[src/hdl/tme_pkg.sv]
// tme_pkg: types and constants shared by the tape machine execute block.
// Depends on nothing; every module of the block imports it.
`default_nettype none

package tme_pkg;

    localparam int TAPE_DEPTH_DEF = 256;
    localparam int Q_DEPTH        = 2;
    localparam int QPTR_W         = $clog2(Q_DEPTH);
    localparam int QCNT_W         = $clog2(Q_DEPTH + 1);

    localparam logic [7:0] PROG_LEN_RST = 8'd255;

    // program byte encodings
    localparam logic [7:0] OPC_HALT  = 8'h00;
    localparam logic [7:0] OPC_INC   = 8'h01;
    localparam logic [7:0] OPC_DEC   = 8'h02;
    localparam logic [7:0] OPC_RIGHT = 8'h03;
    localparam logic [7:0] OPC_LEFT  = 8'h04;
    localparam logic [7:0] OPC_PRINT = 8'h05;
    localparam logic [7:0] OPC_READ  = 8'h06;
    localparam logic [7:0] OPC_JZ    = 8'h07;
    localparam logic [7:0] OPC_JNZ   = 8'h08;

    typedef enum logic [3:0] {
        OP_HALT,
        OP_INC,
        OP_DEC,
        OP_RIGHT,
        OP_LEFT,
        OP_PRINT,
        OP_READ,
        OP_JZ,
        OP_JNZ,
        OP_BAD
    } t_op_class;

    typedef enum logic [2:0] {
        ST_RUN     = 3'd0,
        ST_HALT    = 3'd1,
        ST_END     = 3'd2,
        ST_FULL    = 3'd3,
        ST_EMPTY   = 3'd4,
        ST_JUMP    = 3'd5,
        ST_UNKNOWN = 3'd6
    } t_status;

    typedef struct packed {
        t_op_class  op;
        logic [7:0] operand;
        logic [7:0] read_char;
    } t_dec;

    typedef struct packed {
        logic push;
        t_dec item;
    } t_q_wr;

    typedef struct packed {
        logic valid;
        t_dec item;
    } t_q_rd;

endpackage

`default_nettype wire

[src/hdl/tme_front.sv]
// tme_front: accepts input items and classifies the opcode byte.
// Depends on tme_pkg; feeds tme_queue.
`default_nettype none

module tme_front (
    input  wire logic          i_in_valid,
    output logic               o_in_stall,
    input  wire logic [7:0]    i_opcode,
    input  wire logic [7:0]    i_operand,
    input  wire logic [7:0]    i_read_char,
    input  wire logic          i_q_full,
    output tme_pkg::t_q_wr     o_q_wr
);
    import tme_pkg::*;

    t_op_class w_op;

    always_comb begin
        case (i_opcode)
            OPC_HALT:  w_op = OP_HALT;
            OPC_INC:   w_op = OP_INC;
            OPC_DEC:   w_op = OP_DEC;
            OPC_RIGHT: w_op = OP_RIGHT;
            OPC_LEFT:  w_op = OP_LEFT;
            OPC_PRINT: w_op = OP_PRINT;
            OPC_READ:  w_op = OP_READ;
            OPC_JZ:    w_op = OP_JZ;
            OPC_JNZ:   w_op = OP_JNZ;
            default:   w_op = OP_BAD;
        endcase
    end

    assign o_in_stall             = i_q_full;
    assign o_q_wr.push            = i_in_valid && !i_q_full;
    assign o_q_wr.item.op         = w_op;
    assign o_q_wr.item.operand    = i_operand;
    assign o_q_wr.item.read_char  = i_read_char;

endmodule

`default_nettype wire

[src/hdl/tme_queue.sv]
// tme_queue: short queue of classified items between front and back.
// Depends on tme_pkg.
`default_nettype none

module tme_queue (
    input  wire logic          i_clk,
    input  wire logic          i_rst_n,
    input  wire tme_pkg::t_q_wr i_q_wr,
    input  wire logic          i_pop,
    output tme_pkg::t_q_rd     o_q_rd,
    output logic               o_full
);
    import tme_pkg::*;

    t_dec              r_slot [Q_DEPTH];
    logic [QPTR_W-1:0] r_wptr, n_wptr;
    logic [QPTR_W-1:0] r_rptr, n_rptr;
    logic [QCNT_W-1:0] r_count, n_count;
    logic              w_pop;

    assign w_pop = i_pop && (r_count != '0);

    always_comb begin
        n_wptr  = r_wptr;
        n_rptr  = r_rptr;
        n_count = r_count;
        if (i_q_wr.push) begin
            n_wptr = (r_wptr == QPTR_W'(Q_DEPTH - 1)) ? '0 : r_wptr + 1'b1;
        end
        if (w_pop) begin
            n_rptr = (r_rptr == QPTR_W'(Q_DEPTH - 1)) ? '0 : r_rptr + 1'b1;
        end
        case ({i_q_wr.push, w_pop})
            2'b10:   n_count = r_count + 1'b1;
            2'b01:   n_count = r_count - 1'b1;
            default: n_count = r_count;
        endcase
    end

    always_ff @(posedge i_clk) begin
        if (!i_rst_n) begin
            r_wptr  <= '0;
            r_rptr  <= '0;
            r_count <= '0;
        end else begin
            r_wptr  <= n_wptr;
            r_rptr  <= n_rptr;
            r_count <= n_count;
        end
    end

    always_ff @(posedge i_clk) begin
        if (i_q_wr.push) begin
            r_slot[r_wptr] <= i_q_wr.item;
        end
    end

    assign o_full       = (r_count == QCNT_W'(Q_DEPTH));
    assign o_q_rd.valid = (r_count != '0);
    assign o_q_rd.item  = r_slot[r_rptr];

endmodule

`default_nettype wire

[src/hdl/tme_back.sv]
// tme_back: executes queued items against the tape, pc and stop status,
// and holds the result register. Depends on tme_pkg.
`default_nettype none

module tme_back #(
    parameter int TAPE_DEPTH = tme_pkg::TAPE_DEPTH_DEF
) (
    input  wire logic          i_clk,
    input  wire logic          i_rst_n,
    input  wire logic          i_cfg_wr_en,
    input  wire logic [7:0]    i_cfg_wr_data,
    input  wire tme_pkg::t_q_rd i_q_rd,
    output logic               o_pop,
    output logic               o_out_valid,
    input  wire logic          i_out_stall,
    output logic [7:0]         o_next_pc,
    output logic               o_print_valid,
    output logic [7:0]         o_print_char,
    output logic [2:0]         o_status
);
    import tme_pkg::*;

    localparam int ADDR_W = (TAPE_DEPTH > 1) ? $clog2(TAPE_DEPTH) : 1;
    localparam logic [ADDR_W-1:0] LAST_CELL = ADDR_W'(TAPE_DEPTH - 1);

    logic [7:0]        r_tape [TAPE_DEPTH];
    logic [TAPE_DEPTH-1:0] r_cell_vld;

    logic [7:0]        r_prog_len;
    logic [7:0]        r_pc, n_pc;
    logic [ADDR_W-1:0] r_dp, n_dp;
    t_status           r_stop, n_stop;

    // registered read of the cell under the next data pointer
    logic [7:0]        r_mem_q;
    logic              r_vld_q;
    logic              r_fwd;
    logic [7:0]        r_fwd_data;

    logic              r_out_valid;
    logic [7:0]        r_out_pc;
    logic              r_out_pv;
    logic [7:0]        r_out_pch;
    t_status           r_out_st;

    logic              w_exec;
    logic [7:0]        w_cell;
    logic              w_wr;
    logic [7:0]        w_wr_data;
    logic              w_pv;
    logic [7:0]        w_pch;
    logic              w_take;
    logic [8:0]        w_pc_inc;

    assign o_pop   = !r_out_valid || !i_out_stall;
    assign w_exec  = o_pop && i_q_rd.valid;
    assign w_cell  = r_fwd ? r_fwd_data : (r_vld_q ? r_mem_q : 8'd0);
    assign w_pc_inc = {1'b0, r_pc} + 9'd1;

    always_comb begin
        n_pc      = r_pc;
        n_dp      = r_dp;
        n_stop    = r_stop;
        w_wr      = 1'b0;
        w_wr_data = w_cell;
        w_pv      = 1'b0;
        w_pch     = 8'd0;
        w_take    = 1'b0;
        if (w_exec && (r_stop == ST_RUN)) begin
            if (r_pc >= r_prog_len) begin
                n_stop = ST_END;
            end else begin
                case (i_q_rd.item.op)
                    OP_HALT: begin
                        n_stop = ST_HALT;
                    end
                    OP_INC: begin
                        w_wr      = 1'b1;
                        w_wr_data = w_cell + 8'd1;
                        n_pc      = r_pc + 8'd1;
                    end
                    OP_DEC: begin
                        w_wr      = 1'b1;
                        w_wr_data = w_cell - 8'd1;
                        n_pc      = r_pc + 8'd1;
                    end
                    OP_RIGHT: begin
                        if (r_dp == LAST_CELL) begin
                            n_stop = ST_FULL;
                        end else begin
                            n_dp = r_dp + 1'b1;
                            n_pc = r_pc + 8'd1;
                        end
                    end
                    OP_LEFT: begin
                        if (r_dp == '0) begin
                            n_stop = ST_EMPTY;
                        end else begin
                            n_dp = r_dp - 1'b1;
                            n_pc = r_pc + 8'd1;
                        end
                    end
                    OP_PRINT: begin
                        w_pv  = 1'b1;
                        w_pch = w_cell;
                        n_pc  = r_pc + 8'd1;
                    end
                    OP_READ: begin
                        w_wr      = 1'b1;
                        w_wr_data = i_q_rd.item.read_char;
                        n_pc      = r_pc + 8'd1;
                    end
                    OP_JZ, OP_JNZ: begin
                        w_take = (i_q_rd.item.op == OP_JZ) ? (w_cell == 8'd0)
                                                           : (w_cell != 8'd0);
                        if (w_take) begin
                            if (w_pc_inc >= {1'b0, r_prog_len}) begin
                                n_stop = ST_JUMP;
                            end else begin
                                n_pc = i_q_rd.item.operand;
                            end
                        end else begin
                            n_pc = r_pc + 8'd2;
                        end
                    end
                    default: begin
                        n_stop = ST_UNKNOWN;
                    end
                endcase
            end
        end
    end

    always_ff @(posedge i_clk) begin
        if (!i_rst_n) begin
            r_prog_len  <= PROG_LEN_RST;
            r_pc        <= 8'd0;
            r_dp        <= '0;
            r_stop      <= ST_RUN;
            r_cell_vld  <= '0;
            r_vld_q     <= 1'b0;
            r_fwd       <= 1'b0;
            r_out_valid <= 1'b0;
        end else begin
            if (i_cfg_wr_en) begin
                r_prog_len <= i_cfg_wr_data;
            end
            r_pc   <= n_pc;
            r_dp   <= n_dp;
            r_stop <= n_stop;
            if (w_wr) begin
                r_cell_vld[r_dp] <= 1'b1;
            end
            r_vld_q <= r_cell_vld[n_dp];
            // bypass a write that lands on the cell being read
            r_fwd   <= w_wr && (r_dp == n_dp);
            if (w_exec) begin
                r_out_valid <= 1'b1;
            end else if (!i_out_stall) begin
                r_out_valid <= 1'b0;
            end
        end
    end

    always_ff @(posedge i_clk) begin
        if (w_wr) begin
            r_tape[r_dp] <= w_wr_data;
        end
        r_mem_q    <= r_tape[n_dp];
        r_fwd_data <= w_wr_data;
    end

    always_ff @(posedge i_clk) begin
        if (w_exec) begin
            r_out_pc  <= n_pc;
            r_out_pv  <= w_pv;
            r_out_pch <= w_pch;
            r_out_st  <= n_stop;
        end
    end

    assign o_out_valid   = r_out_valid;
    assign o_next_pc     = r_out_pc;
    assign o_print_valid = r_out_pv;
    assign o_print_char  = r_out_pch;
    assign o_status      = r_out_st;

endmodule

`default_nettype wire

[src/hdl/tape_machine_execute_top.sv]
// Channel   Dir  Handshake                 Payload
// in        in   i_in_valid / o_in_stall   i_opcode, i_operand, i_read_char
// out       out  o_out_valid / i_out_stall o_next_pc, o_print_valid, o_print_char, o_status
// cfg       in   i_cfg_wr_en               i_cfg_wr_data (program_length)
//
// One item per cycle sustained while the output is not stalled; an accepted item
// is decoded into a two-entry queue, then executed into the result register.
// The data pointer's cell is read ahead from the tape memory into a register, with
// a bypass of the write just made, so consecutive items on one cell do not wait.
// Reset is synchronous; the tape reads as zero through per-cell valid bits.
// An output stall holds the result and backs up through the queue to o_in_stall.
// Depends on tme_pkg, tme_front, tme_queue and tme_back.
`default_nettype none

module tape_machine_execute_top #(
    parameter int TAPE_DEPTH = tme_pkg::TAPE_DEPTH_DEF
) (
    input  wire logic       i_clk,
    input  wire logic       i_rst_n,
    input  wire logic       i_cfg_wr_en,
    input  wire logic [7:0] i_cfg_wr_data,
    input  wire logic       i_in_valid,
    output logic            o_in_stall,
    input  wire logic [7:0] i_opcode,
    input  wire logic [7:0] i_operand,
    input  wire logic [7:0] i_read_char,
    output logic            o_out_valid,
    input  wire logic       i_out_stall,
    output logic [7:0]      o_next_pc,
    output logic            o_print_valid,
    output logic [7:0]      o_print_char,
    output logic [2:0]      o_status
);
    import tme_pkg::*;

    t_q_wr w_q_wr;
    t_q_rd w_q_rd;
    logic  w_q_full;
    logic  w_pop;

    tme_front u_front (
        .i_in_valid  (i_in_valid),
        .o_in_stall  (o_in_stall),
        .i_opcode    (i_opcode),
        .i_operand   (i_operand),
        .i_read_char (i_read_char),
        .i_q_full    (w_q_full),
        .o_q_wr      (w_q_wr)
    );

    tme_queue u_queue (
        .i_clk   (i_clk),
        .i_rst_n (i_rst_n),
        .i_q_wr  (w_q_wr),
        .i_pop   (w_pop),
        .o_q_rd  (w_q_rd),
        .o_full  (w_q_full)
    );

    tme_back #(
        .TAPE_DEPTH (TAPE_DEPTH)
    ) u_back (
        .i_clk         (i_clk),
        .i_rst_n       (i_rst_n),
        .i_cfg_wr_en   (i_cfg_wr_en),
        .i_cfg_wr_data (i_cfg_wr_data),
        .i_q_rd        (w_q_rd),
        .o_pop         (w_pop),
        .o_out_valid   (o_out_valid),
        .i_out_stall   (i_out_stall),
        .o_next_pc     (o_next_pc),
        .o_print_valid (o_print_valid),
        .o_print_char  (o_print_char),
        .o_status      (o_status)
    );

`ifndef ASSERT_OFF
    a_print_running: assert property (@(posedge i_clk) disable iff (!i_rst_n)
        (o_out_valid && o_print_valid) |-> (o_status == ST_RUN))
        else $error("print reported with a stop status");

    a_quiet_char: assert property (@(posedge i_clk) disable iff (!i_rst_n)
        (o_out_valid && !o_print_valid) |-> (o_print_char == 8'd0))
        else $error("print_char nonzero without print");

    a_reset_idle: assert property (@(posedge i_clk)
        $past(!i_rst_n) |-> !o_out_valid)
        else $error("result valid right after reset");

    a_sticky_stop: assert property (@(posedge i_clk) disable iff (!i_rst_n)
        (o_out_valid && !i_out_stall && (o_status != ST_RUN))
        |=> (!o_out_valid || (o_status == $past(o_status))))
        else $error("stop status changed before reset");
`endif

endmodule

`default_nettype wire

[config.mk]
export PLATFORM = sky130hd
export DESIGN_NAME = tape_machine_execute_top
export DESIGN_NICKNAME = d
export VERILOG_FILES = /design/src/hdl/tme_pkg.sv /design/src/hdl/tme_front.sv /design/src/hdl/tme_queue.sv /design/src/hdl/tme_back.sv /design/src/hdl/tape_machine_execute_top.sv
export SDC_FILE = /design/constraint.sdc
export NUM_CORES = 2
export LEC_CHECK = 0
export ABC_AREA = 1
export BUFFER_PORTS_ARGS = -buffer_cell sky130_fd_sc_hd__buf_2
export CAP_MARGIN = 40
export CORE_MARGIN = 3
export CORE_UTILIZATION = 40
export CTS_CLUSTER_DIAMETER = 80
export DETAILED_ROUTE_END_ITERATION = 10
export PLACE_DENSITY = 0.6
export SLEW_MARGIN = 20
export SYNTH_ARGS = -nofsm -noshare
export SYNTH_HDL_FRONTEND = slang
export SYNTH_SLANG_ARGS = --single-unit
[constraint.sdc]
create_clock -name i_clk -period 14.9 [get_ports i_clk]
set_input_delay 2.235 -clock i_clk [delete_from_list [all_inputs] [get_ports i_clk]]
set_output_delay 2.235 -clock i_clk [all_outputs]
set_load 0.05 [all_outputs]
After elaboration in Yosys (flattened, before gate mapping)

Memory sizes are Yosys's and may differ from the RTL's. A register that Yosys moved wholly into a read port is not among the register bits.
Cells that the tools add are included.

Register bits: 318
Bits in writable memories: 2088
Memory bits (read-only): 64
Input port bits: 37
Word-level logic and storage cells: 119
Memories kept: 3

Memory list:

| memory           | depth | width | read ports | clocked after memory_dff | wr ports | RTL line        | RTL |
|---|---|---|---|---|---|---|---|
| u_back.r_tape    | 256   | 8     | 1          | 1                        | 1        | tme_back.sv:26  | `logic [7:0] r_tape [TAPE_DEPTH];` |
| (name not given) | 16    | 4     | 1          | 0                        | 0        | tme_front.sv:19 | `case (i_opcode)` |
| u_queue.r_slot   | 2     | 20    | 1          | 1                        | 1        | tme_queue.sv:15 | `t_dec r_slot [Q_DEPTH];` |

Add/subtract/negate cells: 11
Order comparisons: 5
Equality and inequality tests: 14
Muxes and demuxes: 45
Bitwise operators: 3
Reduce and logical (&&, ||, !) cells: 22

Operator list:

| operator            | count |
|---|---|
| $or 256x256->256    | 1 |
| $mux 8              | 14 |
| $pmux 8 s4          | 1 |
| $add 8x1->8 const B | 3 |
| $pmux 8 s3          | 1 |
| $lt 8x9->1 const B  | 2 |
| $mux 3              | 6 |
| $mux 1              | 17 |
| $eq 4x3->1 const B  | 4 |
| $logic_not 8->1     | 2 |
| $pmux 8 s2          | 1 |
| $sub 8x1->8 const B | 2 |
| $pmux 3 s5          | 1 |
| $add 8x1->9 const B | 1 |
| $ge 9x8->1          | 1 |
| $add 8x2->8 const B | 1 |
| $bmux 1 s8          | 1 |
| $demux 1 s8         | 1 |
| $eq 4x2->1 const B  | 2 |
| $eq 8x8->1          | 1 |
| $eq 8x8->1 const B  | 1 |
| $ge 8x1->1 const B  | 1 |
| $ge 8x8->1          | 1 |
| $logic_not 4->1     | 2 |
| 20 further kinds    | 32 |

Logic depth before layout (Yosys ltp)

Depth after elaboration: 8
Gate-level depth with buffers: 26
Mapped depth without buffers: 24

Modules after synthesis

Synthesis repeated with hierarchy kept, for this count alone.

Cell total of the unflattened synthesis: 10416
Area, all modules: 104257.5 µm²

By module, submodules not included:

| module    | times used | cells each | area an instance (µm²) | seq. area each (µm²) |
|---|---|---|---|---|
| tme_back  | 1          | 10287      | 102305.6               | 68145.4 |
| tme_queue | 1          | 98         | 1759.2                 | 1301.2 |
| tme_front | 1          | 31         | 192.7                  | 0.0 |

Least setup slack after synthesis

No wires, ideal clock.

Kind: in2reg
Start point: input port i_out_stall
End point: memory u_back.r_tape[0][1], data pin
Data arrival time: 13.337 ns
Data required time: 12.704 ns
Setup slack: -0.632 ns
Stages: 8
Path through: nand2_1 > o21ai_0 > nor2_1 > inv_1 > nor2_1 > nand2_1 > clkbuf_1 > o21ai_0

Word-level cells in the longest chain between the ends: 5

Ends and longest elaborated chain:

| what                    | RTL line                       | RTL |
|---|---|---|
| start, declared         | tape_machine_execute_top.sv:28 | `input wire logic i_out_stall,` |
| $logic_not 1->1         | tme_back.sv:55                 | `assign o_pop = !r_out_valid \|\| !i_out_stall;` |
| $logic_or 1x1->1        | tme_back.sv:55                 |  |
| $logic_and 1x1->1       | tme_back.sv:56                 | `assign w_exec = o_pop && i_q_rd.valid;` |
| $logic_and 1x1->1       | tme_back.sv:69                 | `if (w_exec && (r_stop == ST_RUN)) begin` |
| $mux 8                  | tme_back.sv:69                 |  |
| via u_back.w_wr_data[1] | tme_back.sv:49                 | `logic [7:0] w_wr_data;` |
| end, declared           | tme_back.sv:26                 |  |

The timed path passes the listed nets, and every way through them passes these cells.

Worst setup path in the final report

Start point: input port i_out_stall
End point: register u_back.r_mem_q[1] (read register of u_back.r_tape)

Word-level cells in the longest chain between the ends: 5

Ends and longest elaborated chain:

| what              | RTL line       | RTL |
|---|---|---|
| $logic_not 1->1   | tme_back.sv:55 |  |
| $logic_or 1x1->1  | tme_back.sv:55 |  |
| $logic_and 1x1->1 | tme_back.sv:56 |  |
| $logic_and 1x1->1 | tme_back.sv:69 |  |
| $mux 8            | tme_back.sv:69 |  |
| end, declared     | tme_back.sv:35 | `logic [7:0] r_mem_q;` |

No other way between the ends.
A chain may end at the register's enable or synchronous reset.

==> flow_metrics.tcl <==
set metrics [dict create \
    status "finished, final reports clean" \
    path_class "in2reg" \
    grtUsageTotal 0.227 \
    cp_cell_sequence "buf_2 > nand2_1 > o21ai_0 > nor2_1 > nand2_1 > nor2_2 > buf_4 > nand2_8 > nand2_8 > buf_12 > buf_4 > buf_4 > nand2_1 > o211ai_1 > nand3_1 > nand3_1 > nand3_1 > nand3_1 > nand3_1 > nand3_1 > nand2_1" \
    cts_root_buffer "clkbuf_16" \
    cpMostUsedCell "nand3_1" \
    power.leakage_uw 0.0445 \
    fp.dieW_um 513 \
    drt_pass1_iterations 6 \
    rows 185 \
    drive_gt1_frac 0.0799 \
    clock-sinks 2415 \
    cpMaxStageDelayCell "buf_4" \
    intPower_uw 11700 \
    setup_viol_count_final 0 \
    initial_core_util 0.404 \
    syn-num-nets 9794 \
    rsz0062_at_grt "false" \
    clkPwrFrac 0.402 \
    cp.arrival_ps 7840 \
    p_per_area_nw_per_um2 135 \
    async_flop_share 0 \
    pwr-share-comb 0.109 \
    maxSlewHeadroom 0.0177 \
    grt_pass1_vias 69500 \
    dominantRegCellSynth "edfxtp_1" \
    synth_cell_types 51 \
    netlist_instances 9727 \
    syn_area_per_cell_um2 10.6 \
    crit_path_end "u_back.r_mem_q[1]$_DFF_P_" \
    ctsHoldBuffers 0 \
    power_frac_seq 0.489 \
    wirelength_um 306000 \
    cp-startpoint "i_out_stall" \
    antenna_found_initial 8 \
    cts.path.max_buffers 4 \
    timing.final.ws_setup_ps 7880 \
    dieArea_um2 264000 \
    syn2layout_area_growth_pct 13.0 \
    timing.fmax_mhz 142 \
    gp_congestion 0.900 \
    place.detailed.hpwl_um 173000 \
    io_pins 59 \
    rrSetupSlack_ps 8270 \
    drtIter0Drc 8647 \
    cts_tree "built" \
    ys_ff_latch 2415 \
    r2r-start "u_back.r_dp[0]$_SDFF_PN0_" \
    synth_area_leaders "edfxtp_1 61%, nand3_1 8.8%, nand2_1 8.2%" \
    yosysTopAreaCellShare 0.615 \
    finish.net_count 9824 \
    grt_pass1_wl_um 454000 \
    io_buffers 58 \
    ir_drop_mv 0.133 \
    wl_per_cell_um 23.0 \
    period_share 0.471 \
    pre_cts_ws_ps 6990 \
    cp-end-kind "flip-flop" \
    insertion_delay_ps 930 \
    switchingPower_uw 4020 \
    grt_overflow 0 \
    post_cts_resized 0 \
    netlist_area_um2 103000 \
    path_clk_slew_ps 70 \
    fin_skew_ps 56.5 \
    synth_top_cell_by_area "edfxtp_1" \
    viasPerCell 5.48 \
    drtAntennaViolNets 0 \
    crit_path_max_fanout 189 \
    required_ps 15720 \
    htreeDepth 5 \
    ys_seq_area_frac 0.675 \
    period_needed_ps 7020 \
    worst_pin_slew_ps 1470 \
    r2r_end "u_back.r_mem_q[1]$_DFF_P_" \
    switching_share 0.256 \
    ys_warn_count 0 \
    instances_no_fill 13300 \
    core_area_um2 255000 \
    dp_cells 12700 \
    via_count 73000 \
    drc_errors 0 \
    min-delay-path-class "reg2reg" \
    drv_slew 0 \
    synth_edf_count 2108 \
    hold_viol_final 0 \
    slowest_delay_ps 750 \
    ff2ff_path_depth 22 \
    fin_hold_ws_ps 449 \
    die_h_um 513 \
    cts_post_setup_buffers_inserted 0 \
    cts_buffers 275 \
    cap_violations 0 \
    grt_max_degree 195 \
    critPathLaunchType "primary input" \
]
[area by class of cell]
type	count	area, um^2
sequential	2415	69400
clock inverter	78	558
clock buffer	394	7700
timing repair buffer	379	3610
inverter	824	3150
antenna	3	7.51
fill	23300	139000
multi-input combinational	5862	27700
tap	3366	4210
[how the worst min path moves through the flow]
stage / endpoint / depth (start not counted) / from / slack, ps
final: flip-flop / 1 / u_queue.r_rptr$_SDFFE_PN0P_ / 450
after global routing: flip-flop / 1 / u_queue.r_rptr$_SDFFE_PN0P_ / 470
after CTS: flip-flop / 1 / u_queue.r_rptr$_SDFFE_PN0P_ / 450
after detailed placement: flip-flop / 1 / u_queue.r_rptr$_SDFFE_PN0P_ / 440
after global placement: u_queue.r_rptr$_SDFFE_PN0P_ / 1 / u_queue.r_rptr$_SDFFE_PN0P_ / 440
after floorplan: flip-flop / 1 / u_queue.r_rptr$_SDFFE_PN0P_ / 430
[cells by family (layout without fill, tap and decap cells)]
family,count (synthesis),count (layout),share of synthesized area
compound gates,465,465,0.0319
mux,1,1,0.0000972
flops,2415,2415,0.675
xor+xnor,10,10,0.000851
buf+inv,1450,1675,0.0582
simple gates,5356,5356,0.231
fa+ha+maj,30,30,0.00372
other cells,0,3,0
[cells in the mapped netlist (all sizes together), types with 5 or more instances]
cell / instances
dfxtp: 307
buf: 456
ha: 29
edfxtp: 2108
nand2: 2274
nand3: 1813
o211ai: 335
clkbuf: 170
a21oi: 39
a221oi: 7
nand3b: 322
nand4: 7
and2: 8
inv: 821
nor2: 917
o31ai: 5
nor3: 11
o21ai: 56
xor2: 8
a22oi: 7
[layout by cell type (no fill, tap or decap), drive strengths merged, types with 8 or more instances in the layout]
cell type	synthesis	layout
nand2	2274	2274
nor2	917	917
edfxtp	2108	2108
inv	821	817
clkinv	3	74
nor3	11	11
o211ai	335	335
dfxtp	307	307
clkbuf	170	394
buf	456	379
xor2	8	8
nand3	1813	1813
ha	29	29
nand3b	322	322
and2	8	8
a21oi	39	39
o21ai	56	56
[state kept, by name, indices dropped and copies added (netlist names), named ones only]
register and flops:
u_queue.r_count 2, u_back.o_next_pc 8, u_back.o_out_valid 1, u_queue.r_slot 40, u_queue.r_rptr 1, u_back.r_dp 8
u_back.o_print_char 8, u_back.r_fwd 1, u_back.r_stop 3, u_back.o_status 3, u_back.r_cell_vld 256, u_back.r_vld_q 1
u_back.o_print_valid 1, u_back.r_prog_len 8, u_back.r_pc 8, u_back.r_tape 2048, u_queue.r_wptr 1, u_back.r_fwd_data 8
u_back.r_mem_q 8
[power by group through the flow]
| stage | logic (uW) | clock network (uW) | registers, uW |
|---|---|---|---|
| after global placement | 1620 | 0 | 7820 |
| after CTS | 1670 | 6410 | 7680 |
| after detailed placement | 1670 | 0 | 7820 |
| after global routing | 1830 | 6690 | 7680 |
| final | 1710 | 6320 | 7680 |
| after floorplan | 894 | 0 | 7980 |
[routing by layer]
metal,share of wire,track usage
met1,0.41,0.312
met2,0.46,0.356
met4,0.037,0.0879
met5,0.00014,0
met3,0.091,0.0411
[critical path: cells and delay by family]
family                 cells  cell delay [ps]
AOI/OAI and AO/OA          2              340
buffers and inverters      5             2440
and+or+nand+nor           14             2420
[per-stage QoR]
stage               instance area [um^2]  total power, uW   util  setup TNS [ps]
finish                            116000            15700  0.456               0
global route                      116000            16200  0.456               0
detailed placement                107000             9490  0.420               0
CTS                               115000            15800  0.452               0
global placement                  106000             9440  0.414               0
floorplan                         103000             8870      -         -536370
Note: power is estimated with default switching activity, not from simulation.
